### src/sv/wahr_pkg.sv
// ----------------------------------------------------------------------------
// wahr_pkg
// shared widths, constants and operand types of the wah resonator filter
// ----------------------------------------------------------------------------
package wahr_pkg;

  localparam int FS_W      = 32;   // freq_scale, unsigned q0.32
  localparam int FREQ_W    = 16;   // centre frequency in hz
  localparam int Q_W       = 24;   // q, unsigned q8.16
  localparam int TH_W      = 32;   // theta, q2.30, at most 2.0
  localparam int R_W       = 31;   // pole radius, q1.30, at most 1.0
  localparam int MA_W      = 34;   // multiplier operand a
  localparam int MB_W      = 33;   // multiplier operand b
  localparam int PROD_W    = MA_W + MB_W;
  localparam int DIV_STEPS = 30;   // quotient bits below 1.0 in q2.30
  localparam int DIV_CNT_W = 5;

  localparam logic [FS_W-1:0] FS_RESET = 32'd562214;
  localparam logic [R_W-1:0]  ONE_Q30  = 31'h4000_0000;

  typedef logic signed [MA_W-1:0]   mul_a_t;
  typedef logic signed [MB_W-1:0]   mul_b_t;
  typedef logic signed [PROD_W-1:0] prod_t;

endpackage

### src/sv/wahr_if.sv
// ----------------------------------------------------------------------------
// wahr channel interfaces
// valid/ready channels for samples in, samples out and the config write
// ----------------------------------------------------------------------------
interface wahr_in_if #(
  parameter int SAMPLE_BITS = 24
);
  logic                          valid;
  logic                          ready;
  logic signed [SAMPLE_BITS-1:0] sample_in;
  logic [15:0]                   centre_freq;
  logic [23:0]                   q_value;
  logic                          block_start;

  modport source (output valid, sample_in, centre_freq, q_value, block_start, input ready);
  modport sink   (input valid, sample_in, centre_freq, q_value, block_start, output ready);
endinterface

interface wahr_out_if #(
  parameter int SAMPLE_BITS = 24
);
  logic                          valid;
  logic                          ready;
  logic signed [SAMPLE_BITS-1:0] sample_out;

  modport source (output valid, sample_out, input ready);
  modport sink   (input valid, sample_out, output ready);
endinterface

interface wahr_cfg_if;
  logic        valid;
  logic        ready;
  logic [31:0] data;

  modport source (output valid, data, input ready);
  modport sink   (input valid, data, output ready);
endinterface

### src/sv/wah_resonator_filter.sv
// ----------------------------------------------------------------------------
// wah_resonator_filter
// two-pole resonant filter, one shared multiplier under a step sequencer
// ----------------------------------------------------------------------------
//   channel  dir  payload                                         beat when
//   din      in   sample_in, centre_freq, q_value, block_start     valid & ready
//   dout     out  sample_out                                      valid & ready
//   cfg      in   data (freq_scale)                               valid & ready
//
// a plain sample makes six passes through the shared multiplier
// a block start adds six more multiplies and a wait in ST_DIV until the divider is done
// din is ready only while the sequencer is idle; cfg is always ready
// a finished sample sits in the output register while the next beat is taken
// sync reset clears coefficients and filter history, freq_scale goes to 562214
// ----------------------------------------------------------------------------
module wah_resonator_filter
  import wahr_pkg::*;
#(
  parameter int SAMPLE_BITS = 24
) (
  input  logic                   clk,
  input  logic                   rst,
  wahr_in_if.sink                din,
  wahr_out_if.source             dout,
  wahr_cfg_if.sink               cfg
);

  localparam int W_W    = 40;
  localparam int WS_W   = 47;
  localparam int ACC_W  = 75;
  localparam int M_W    = ACC_W - 30;
  localparam int WL_W   = 20;
  localparam int ST_W   = 5;

  localparam logic signed [WS_W-1:0] W_HI = WS_W'((64'sd1 <<< (W_W - 1)) - 64'sd1);
  localparam logic signed [WS_W-1:0] W_LO = WS_W'(-(64'sd1 <<< (W_W - 1)));
  localparam logic signed [M_W-1:0]  Y_HI = M_W'((64'sd1 <<< (SAMPLE_BITS - 1)) - 64'sd1);
  localparam logic signed [M_W-1:0]  Y_LO = M_W'(-(64'sd1 <<< (SAMPLE_BITS - 1)));

  localparam logic [ST_W-1:0] ST_IDLE  = 5'd0;
  localparam logic [ST_W-1:0] ST_TH_I  = 5'd1;
  localparam logic [ST_W-1:0] ST_TH_T  = 5'd2;
  localparam logic [ST_W-1:0] ST_COS_I = 5'd3;
  localparam logic [ST_W-1:0] ST_COS_T = 5'd4;
  localparam logic [ST_W-1:0] ST_DIV   = 5'd5;
  localparam logic [ST_W-1:0] ST_B1_I  = 5'd6;
  localparam logic [ST_W-1:0] ST_B1_T  = 5'd7;
  localparam logic [ST_W-1:0] ST_B2_I  = 5'd8;
  localparam logic [ST_W-1:0] ST_B2_T  = 5'd9;
  localparam logic [ST_W-1:0] ST_G_I   = 5'd10;
  localparam logic [ST_W-1:0] ST_G_T   = 5'd11;
  localparam logic [ST_W-1:0] ST_C_I   = 5'd12;
  localparam logic [ST_W-1:0] ST_C_T   = 5'd13;
  localparam logic [ST_W-1:0] ST_M1H   = 5'd14;
  localparam logic [ST_W-1:0] ST_M1L   = 5'd15;
  localparam logic [ST_W-1:0] ST_M1S   = 5'd16;
  localparam logic [ST_W-1:0] ST_M2L   = 5'd17;
  localparam logic [ST_W-1:0] ST_M2S   = 5'd18;
  localparam logic [ST_W-1:0] ST_YH    = 5'd19;
  localparam logic [ST_W-1:0] ST_YL    = 5'd20;
  localparam logic [ST_W-1:0] ST_YS    = 5'd21;

  logic [ST_W-1:0]               st;
  logic [FS_W-1:0]               freq_scale;

  // latched item
  logic signed [SAMPLE_BITS-1:0] x;
  logic [FREQ_W-1:0]             freq;
  logic [Q_W-1:0]                qv;

  // coefficient work registers
  logic [TH_W-1:0]               th;
  logic signed [TH_W-1:0]        cosv;
  logic [R_W-1:0]                r;
  logic [TH_W-1:0]               g;

  // filter state
  logic signed [MA_W-1:0]        b1;
  logic [R_W-1:0]                b2;
  logic [TH_W-1:0]               c;
  logic signed [W_W-1:0]         w1;
  logic signed [W_W-1:0]         w2;
  logic signed [WS_W-1:0]        wsum;
  logic signed [ACC_W-1:0]       acc;

  logic                          out_valid;
  logic signed [SAMPLE_BITS-1:0] out_data;

  mul_a_t                        ma;
  mul_b_t                        mb;
  prod_t                         p;
  logic                          div_start;
  logic                          div_done;
  logic [R_W-1:0]                div_r;

  logic [R_W-1:0]                omr;
  logic [R_W-1:0]                sinv;
  logic [45:0]                   th_raw;
  logic [TH_W-1:0]               th_next;
  logic signed [TH_W+1:0]        cos_full;
  logic signed [37:0]            b1_full;
  logic signed [ACC_W-1:0]       p_ext;
  logic signed [ACC_W-1:0]       sum;
  logic signed [M_W-1:0]         m_cur;
  logic signed [WS_W-1:0]        m_ext;
  logic signed [WS_W-1:0]        xs;
  logic signed [WS_W-1:0]        wfull;
  logic signed [W_W-1:0]         w_sat;
  logic signed [SAMPLE_BITS-1:0] y_sat;
  logic                          out_free;

  assign din.ready  = (st == ST_IDLE);
  assign cfg.ready  = 1'b1;
  assign dout.valid = out_valid;
  assign dout.sample_out = out_data;
  assign out_free   = !out_valid || dout.ready;
  assign div_start  = (st == ST_COS_T);

  wahr_mul u_mul (
    .clk (clk),
    .a   (ma),
    .b   (mb),
    .p   (p)
  );

  wahr_div u_div (
    .clk   (clk),
    .rst   (rst),
    .start (div_start),
    .th    (th),
    .q     (qv),
    .done  (div_done),
    .r     (div_r)
  );

  always_comb begin
    omr      = ONE_Q30 - r;
    sinv     = (th > {1'b0, ONE_Q30}) ? ONE_Q30 : th[R_W-1:0];
    th_raw   = p[47:2];
    th_next  = (th_raw > 46'h8000_0000) ? 32'h8000_0000 : th_raw[TH_W-1:0];
    cos_full = $signed({3'b0, ONE_Q30}) - $signed({2'b0, p[62:31]});
    b1_full  = -$signed(p[66:29]);
    p_ext    = {{(ACC_W-PROD_W){p[PROD_W-1]}}, p};
    sum      = acc + p_ext;
    m_cur    = sum[ACC_W-1:30];
    m_ext    = {{(WS_W-M_W){m_cur[M_W-1]}}, m_cur};
    xs       = {{(WS_W-SAMPLE_BITS){x[SAMPLE_BITS-1]}}, x};
    wfull    = wsum - m_ext;
    if (wfull > W_HI) begin
      w_sat = W_HI[W_W-1:0];
    end else if (wfull < W_LO) begin
      w_sat = W_LO[W_W-1:0];
    end else begin
      w_sat = wfull[W_W-1:0];
    end
    if (m_cur > Y_HI) begin
      y_sat = Y_HI[SAMPLE_BITS-1:0];
    end else if (m_cur < Y_LO) begin
      y_sat = Y_LO[SAMPLE_BITS-1:0];
    end else begin
      y_sat = m_cur[SAMPLE_BITS-1:0];
    end
  end

  // operand select for the shared multiplier; w is split into a signed high
  // part and an unsigned 20-bit low part
  always_comb begin
    ma = '0;
    mb = '0;
    case (st)
      ST_TH_I: begin
        ma = {2'b0, freq_scale};
        mb = {{(MB_W-FREQ_W){1'b0}}, freq};
      end
      ST_COS_I: begin
        ma = {2'b0, th};
        mb = {1'b0, th};
      end
      ST_B1_I: begin
        ma = {{(MA_W-R_W){1'b0}}, r};
        mb = {cosv[TH_W-1], cosv};
      end
      ST_B2_I: begin
        ma = {{(MA_W-R_W){1'b0}}, r};
        mb = {{(MB_W-R_W){1'b0}}, r};
      end
      ST_G_I: begin
        ma = {{(MA_W-R_W){1'b0}}, r};
        mb = {{(MB_W-R_W){1'b0}}, sinv};
      end
      ST_C_I: begin
        ma = {{(MA_W-R_W){1'b0}}, omr};
        mb = {1'b0, g};
      end
      ST_M1H: begin
        ma = b1;
        mb = {{(MB_W-W_W+WL_W){w1[W_W-1]}}, w1[W_W-1:WL_W]};
      end
      ST_M1L: begin
        ma = b1;
        mb = {{(MB_W-WL_W){1'b0}}, w1[WL_W-1:0]};
      end
      ST_M1S: begin
        ma = {{(MA_W-R_W){1'b0}}, b2};
        mb = {{(MB_W-W_W+WL_W){w2[W_W-1]}}, w2[W_W-1:WL_W]};
      end
      ST_M2L: begin
        ma = {{(MA_W-R_W){1'b0}}, b2};
        mb = {{(MB_W-WL_W){1'b0}}, w2[WL_W-1:0]};
      end
      ST_YH: begin
        ma = {2'b0, c};
        mb = {{(MB_W-W_W+WL_W){w1[W_W-1]}}, w1[W_W-1:WL_W]};
      end
      // the low product must stay in place while the output waits
      ST_YL, ST_YS: begin
        ma = {2'b0, c};
        mb = {{(MB_W-WL_W){1'b0}}, w1[WL_W-1:0]};
      end
      default: begin
        ma = '0;
        mb = '0;
      end
    endcase
  end

  always_ff @(posedge clk) begin
    if (rst) begin
      st         <= ST_IDLE;
      freq_scale <= FS_RESET;
      b1         <= '0;
      b2         <= '0;
      c          <= '0;
      w1         <= '0;
      w2         <= '0;
      out_valid  <= 1'b0;
    end else begin
      if (cfg.valid && cfg.ready) begin
        freq_scale <= cfg.data;
      end
      // a sample leaving ST_YS refills the output register on the same edge
      if (dout.valid && dout.ready && st != ST_YS) begin
        out_valid <= 1'b0;
      end
      case (st)
        ST_IDLE: begin
          if (din.valid) begin
            x    <= din.sample_in;
            freq <= din.centre_freq;
            qv   <= din.q_value;
            st   <= din.block_start ? ST_TH_I : ST_M1H;
          end
        end
        ST_TH_I:  st <= ST_TH_T;
        ST_TH_T: begin
          th <= th_next;
          st <= ST_COS_I;
        end
        ST_COS_I: st <= ST_COS_T;
        ST_COS_T: begin
          cosv <= cos_full[TH_W-1:0];
          st   <= ST_DIV;
        end
        ST_DIV: begin
          if (div_done) begin
            r  <= div_r;
            st <= ST_B1_I;
          end
        end
        ST_B1_I:  st <= ST_B1_T;
        ST_B1_T: begin
          b1 <= b1_full[MA_W-1:0];
          st <= ST_B2_I;
        end
        ST_B2_I:  st <= ST_B2_T;
        ST_B2_T: begin
          b2 <= p[60:30];
          st <= ST_G_I;
        end
        ST_G_I:   st <= ST_G_T;
        ST_G_T: begin
          g  <= {1'b0, omr} + {1'b0, p[60:30]};
          st <= ST_C_I;
        end
        ST_C_I:   st <= ST_C_T;
        ST_C_T: begin
          c  <= p[61:30];
          st <= ST_M1H;
        end
        ST_M1H:   st <= ST_M1L;
        ST_M1L: begin
          acc <= p_ext <<< WL_W;
          st  <= ST_M1S;
        end
        ST_M1S: begin
          wsum <= xs - m_ext;
          st   <= ST_M2L;
        end
        ST_M2L: begin
          acc <= p_ext <<< WL_W;
          st  <= ST_M2S;
        end
        ST_M2S: begin
          w2 <= w1;
          w1 <= w_sat;
          st <= ST_YH;
        end
        ST_YH:    st <= ST_YL;
        ST_YL: begin
          acc <= p_ext <<< WL_W;
          st  <= ST_YS;
        end
        ST_YS: begin
          // hold here until the output register has room
          if (out_free) begin
            out_data  <= y_sat;
            out_valid <= 1'b1;
            st        <= ST_IDLE;
          end
        end
        default:  st <= ST_IDLE;
      endcase
    end
  end

endmodule

### src/sv/wahr_mul.sv
// ----------------------------------------------------------------------------
// wahr_mul
// shared signed multiplier with a registered product
// ----------------------------------------------------------------------------
module wahr_mul
  import wahr_pkg::*;
(
  input  logic   clk,
  input  mul_a_t a,
  input  mul_b_t b,
  output prod_t  p
);

  always_ff @(posedge clk) begin
    p <= PROD_W'(a) * PROD_W'(b);
  end

endmodule

### src/sv/wahr_div.sv
// ----------------------------------------------------------------------------
// wahr_div
// radix-2 restoring divider giving r = 1 - theta / q, clamped at zero
// ----------------------------------------------------------------------------
module wahr_div
  import wahr_pkg::*;
(
  input  logic            clk,
  input  logic            rst,
  input  logic            start,
  input  logic [TH_W-1:0] th,
  input  logic [Q_W-1:0]  q,
  output logic            done,
  output logic [R_W-1:0]  r
);

  logic [Q_W-1:0]       rem;
  logic [DIV_STEPS-1:0] sh;
  logic [DIV_CNT_W-1:0] cnt;
  logic                 busy;

  logic [Q_W:0]         rem2;
  logic [Q_W:0]         rem_sub;
  logic                 fits;
  logic [Q_W-1:0]       rem_next;
  logic [DIV_STEPS-1:0] sh_next;

  always_comb begin
    rem2     = {rem, sh[DIV_STEPS-1]};
    rem_sub  = rem2 - {1'b0, q};
    fits     = rem2 >= {1'b0, q};
    rem_next = fits ? rem_sub[Q_W-1:0] : rem2[Q_W-1:0];
    sh_next  = {sh[DIV_STEPS-2:0], fits};
  end

  always_ff @(posedge clk) begin
    if (rst) begin
      busy <= 1'b0;
      done <= 1'b0;
    end else begin
      done <= 1'b0;
      if (start) begin
        // quotient of (th << 16) / q reaches 1.0 exactly when th >= q << 14
        if ({6'b0, th} >= {q, 14'b0}) begin
          r    <= '0;
          done <= 1'b1;
        end else begin
          rem  <= {6'b0, th[TH_W-1:14]};
          sh   <= {th[13:0], 16'b0};
          cnt  <= DIV_CNT_W'(DIV_STEPS);
          busy <= 1'b1;
        end
      end else if (busy) begin
        rem <= rem_next;
        sh  <= sh_next;
        cnt <= cnt - 1'b1;
        if (cnt == DIV_CNT_W'(1)) begin
          busy <= 1'b0;
          done <= 1'b1;
          r    <= ONE_Q30 - {1'b0, sh_next};
        end
      end
    end
  end

endmodule

### src/flat_wrapper.sv
// flat-port wrapper written by rule: the top's interface ports become plain ports
module wah_resonator_filter_flat import wahr_pkg::*;
#(
  parameter int SAMPLE_BITS = 24
)
  (clk, rst, din_valid, din_sample_in, din_centre_freq, din_q_value, din_block_start, din_ready, dout_valid, dout_sample_out, dout_ready, cfg_valid, cfg_data, cfg_ready);
  wahr_in_if #(.SAMPLE_BITS(SAMPLE_BITS)) din_i ();
  wahr_out_if #(.SAMPLE_BITS(SAMPLE_BITS)) dout_i ();
  wahr_cfg_if cfg_i ();
  input  logic clk;
  input  logic rst;
  input wire logic [$bits(din_i.valid)-1:0] din_valid;
  input wire logic [$bits(din_i.sample_in)-1:0] din_sample_in;
  input wire logic [$bits(din_i.centre_freq)-1:0] din_centre_freq;
  input wire logic [$bits(din_i.q_value)-1:0] din_q_value;
  input wire logic [$bits(din_i.block_start)-1:0] din_block_start;
  output wire logic [$bits(din_i.ready)-1:0] din_ready;
  output wire logic [$bits(dout_i.valid)-1:0] dout_valid;
  output wire logic [$bits(dout_i.sample_out)-1:0] dout_sample_out;
  input wire logic [$bits(dout_i.ready)-1:0] dout_ready;
  input wire logic [$bits(cfg_i.valid)-1:0] cfg_valid;
  input wire logic [$bits(cfg_i.data)-1:0] cfg_data;
  output wire logic [$bits(cfg_i.ready)-1:0] cfg_ready;
  assign din_i.valid = din_valid;
  assign din_i.sample_in = din_sample_in;
  assign din_i.centre_freq = din_centre_freq;
  assign din_i.q_value = din_q_value;
  assign din_i.block_start = din_block_start;
  assign din_ready = din_i.ready;
  assign dout_valid = dout_i.valid;
  assign dout_sample_out = dout_i.sample_out;
  assign dout_i.ready = dout_ready;
  assign cfg_i.valid = cfg_valid;
  assign cfg_i.data = cfg_data;
  assign cfg_ready = cfg_i.ready;
  wah_resonator_filter #(.SAMPLE_BITS(SAMPLE_BITS)) u_core (.clk(clk), .rst(rst), .din(din_i), .dout(dout_i), .cfg(cfg_i));
endmodule
### config.mk
export PLATFORM = sky130hd
export DESIGN_NAME = wah_resonator_filter_flat
export DESIGN_NICKNAME = d
export VERILOG_FILES = /design/src/sv/wahr_pkg.sv /design/src/sv/wahr_if.sv /design/src/sv/wah_resonator_filter.sv /design/src/sv/wahr_mul.sv /design/src/sv/wahr_div.sv /design/src/flat_wrapper.sv
export SDC_FILE = /design/constraint.sdc
export NUM_CORES = 2
export LEC_CHECK = 0
export ABC_CLOCK_PERIOD_IN_PS = 10900
export BUFFER_PORTS_ARGS = -buffer_cell sky130_fd_sc_hd__buf_2
export CAP_MARGIN = 10
export CORE_MARGIN = 3
export CORE_UTILIZATION = 50
export DETAILED_ROUTE_END_ITERATION = 6
export HOLD_SLACK_MARGIN = 0.03
export PLACE_DENSITY = 0.66
export REMOVE_ABC_BUFFERS = 1
export SYNTH_ARGS = -nofsm -noshare
export SYNTH_HDL_FRONTEND = slang
export SYNTH_SLANG_ARGS = --single-unit
### constraint.sdc
create_clock -name clk -period 10.9 [get_ports clk]
set_input_delay 0.545 -clock clk [delete_from_list [all_inputs] [get_ports clk]]
set_output_delay 0.545 -clock clk [all_outputs]
set_load 0.02 [all_outputs]
==> metrics.cfg <==
[synthesis]
syn_area_per_cell_sq_um = 9.157
yosys_warnings = 0
synth.distinct_cells = 95
synth_edf_count = 406
synthTopCellsByArea = fa_1 (31%), edfxtp_1 (16%), dfxtp_1 (7.4%)
synth_top_area_share_pct = 30.77
syn_inst = 8384
ys_seq_elements = 690
synth_area_sq_um = 76780
synth_async_sr_flop_share_pct = 0
synthFlopType = edfxtp_1
synth-seq-area-share_pct = 23.28
synth_largest_area_cell = fa_1

[routing]
totalWireLength_mm = 266.1
drt_iter0_markers = 6877
vias = 62410
wl_per_cell_um = 24.90
avgViaCountPerCell = 5.840
antenna_left = 0
drc_errors = 2
drtPass1Iterations = 7

[clocking]
htree_num_levels = 3
clockRootBuffer = clkbuf_16
cts_tree = yes
path_clk_slew_ps = 60
cts_buffers = 76
cts.path.max_buffers = 3
cts.sinks = 690
cts_hold_buf = 0
clkLatencyLatePin_ps = 650

[layout]
fin_nets = 10310
layout_commonest_cell = inv_1
drive_gt1_share_pct = 9.156
nFillCells = 13510
layout_common_cells = inv_1 (1428), fa_1 (1180), nand2_1 (1024)
area_growth_pct = 11.03

[global_route]
antenna_found_initial = 9
grt_pass1_vias = 63370
grt.total_usage_pct = 33.51
grt_pass1_wl_mm = 395.3
grt-ovfl-total = 0
grt_max_degree = 189

[setup_path]
critical_path.top_delay_family = adder cells
start_kind = register
crit_type = reg -> reg
cpMostUsedCell = fa_1
slowest_stage = fa_1
critPathBufInv = 9
critPathMaxFanout = 9
r2r_start = u_core.r[9]
critPathRequiredTime_ps = 11470
r2r_slack_ps = 350
cp.arrival_ps = 11120
r2r_end = u_core.u_mul.p[59]
crit_path_max_incr_delay_ps = 590
reg2regPathDepth = 39
critPathCaptureType = register

[job]
max_cap_violations = 0

[die]
rows = 143
die-width_um = 397.9
dieArea_sq_um = 158300
core_sq_um = 152300
io_pins = 129
die_y_um = 397.9
initial_core_util_pct = 50.42

[status]
status = finished with violations
failed_checks = DRC

[pwr]
p_leak_uw = 0.03997
ir_drop_uv = 273.9
power.density_nw_per_um2 = 259.3

[timing]
tightestPinTransition_ps = 1336
slew_viol_final = 0
setup-violations-final = 0
hold_slack_ps = 72.97
hold_viol = 0
fin_tns_setup_ps = 0
rsz0062_at_grt = no
relSlewSlack_pct = 10.57
min_period_over_period_pct = 96.78
period_needed_ps = 10550
clock_skew_ps = 30.65
max_freq_mhz = 94.80

[place]
port_buffers = 127
gp_congestion = 1.026
hpwl_mm = 208.4

[min_path]
hp-class = in -> reg
holdPathEnd = u_core.freq[9]
hp-start = din_centre_freq[9]
whs_path_depth = 1

## metrics by stage
stage               total power (uW)  util (%)  std cells  instance area (sq um)  setup slack (ps)
finish                         22100     55.98      10690                  85240             351.4
global route                   23700     55.97      10680                  85220             11.18
CTS                            21690     55.63      10650                  84700             56.77
detailed placement             18900     53.93      10510                  82120             16.98
global placement               18670     53.93      10510                  82120             89.60
floorplan                      13060         -       7981                  75220             -1300
## final cells by class
cell class,count,area [sq um],share of cell area (%)
Sequential cell,690,17880,20.98
Timing Repair Buffer,525,4217,4.946
Clock inverter,36,399.1,0.4682
Clock buffer,105,2176,2.553
Multi-Input combinational cell,5866,52650,61.76
Tap cell,2030,2540,2.980
Inverter,1428,5360,6.288
Antenna cell,8,20.02,0.02348
## where the power goes
group	internal, uW	leakage [uW]	switching [uW]
registers	3290	0.00598	314
clock network	1570	0.00126	1130
logic	5840	0.0327	9960
## per-layer routing
layer	part of all wire [%]	vias up	global-route usage (%)
met2	44	3276	51.05
met3	11	751	8.443
met4	6.8	6	18.87
met1	38	31230	43.64
met5	0.027	-	0
li1	-	27150	-
## repair_timing
item / CTS / global route
buffers inserted: 0 / 27
endpoints found under the setup margin: 1 / 13
hold endpoints to repair: 0 / 0
pin swaps: 0 / 12
cloned: 0 / 3
resized for setup: 1 / 38
## state kept, by name, indices dropped and copies added, names as in the netlist, 32 cells and up
name,count
u_core.cosv,32
u_core.th,32
u_core.u_mul.p,67
u_core.w2,40
u_core.c,32
u_core.b1,34
u_core.wsum,46
u_core.w1,40
u_core.g,32
u_core.freq_scale,32
u_core.acc,55
## worst max path at each step
stage | from | endpoint | slack, ps | depth (start not counted)
final | u_core.r[9] | u_core.u_mul.p[59] | 350 | 39
after global routing | u_core.st[4] | u_core.u_mul.p[66] | 10 | 36
after CTS | u_core.st[3] | u_core.u_mul.p[66] | 60 | 34
after detailed placement | u_core.r[9] | u_core.u_mul.p[66] | 20 | 34
after global placement | u_core.r[9] | u_core.u_mul.p[66] | 90 | 34
after floorplan | u_core.st[4] | u_core.u_mul.p[63] | -1300 | 35
## Yosys cell counts, drive strengths merged, types with 7 or more instances
master,number
a211oi,70
o211ai,14
a2111oi,19
and4,10
or3,21
a22oi,38
nand3,78
a22o,25
nor3,92
dfxtp,284
a211o,26
and3,29
inv,1428
nand2,1027
a21oi,433
a221oi,18
nor4,47
o21bai,36
nand3b,8
or4,13
and2,82
xor2,129
buf,35
clkbuf,368
a31o,7
nand4,56
a31oi,14
o31ai,16
nor2b,32
o21a,49
nand2b,83
xnor2,229
or2,22
fa,1180
a21boi,10
edfxtp,406
a21o,144
o21ai,155
nor2,1026
o31a,8
ha,442
a2111o,12
a222oi,50
a221o,12
mux2i,32
## worst register-to-register path, delay by kind of cell (launching register included)
family	cells	cell delay, ps
and+or+nand+nor	9	2280
AOI/OAI and AO/OA	10	1770
adders and majority gates	9	4480
xor gates and xnor gates	2	380
buffers and inverters	9	1050
DFF	1	510
## kinds of logic after synthesis
kind of cell | Yosys count | synth area share [%]
AND/OR/NAND/NOR | 2649 | 14.78
other | 1 | 0.004884
XOR/XNOR | 358 | 4.094
multiplexers | 34 | 0.4465
AO/OA/AOI/OAI | 1199 | 10.41
flip-flops | 690 | 23.28
adder cells (fa/ha/maj) | 1622 | 37.97
buffers and inverters | 1831 | 9.012
No activity file was read; power rests on OpenSTA's default activity.
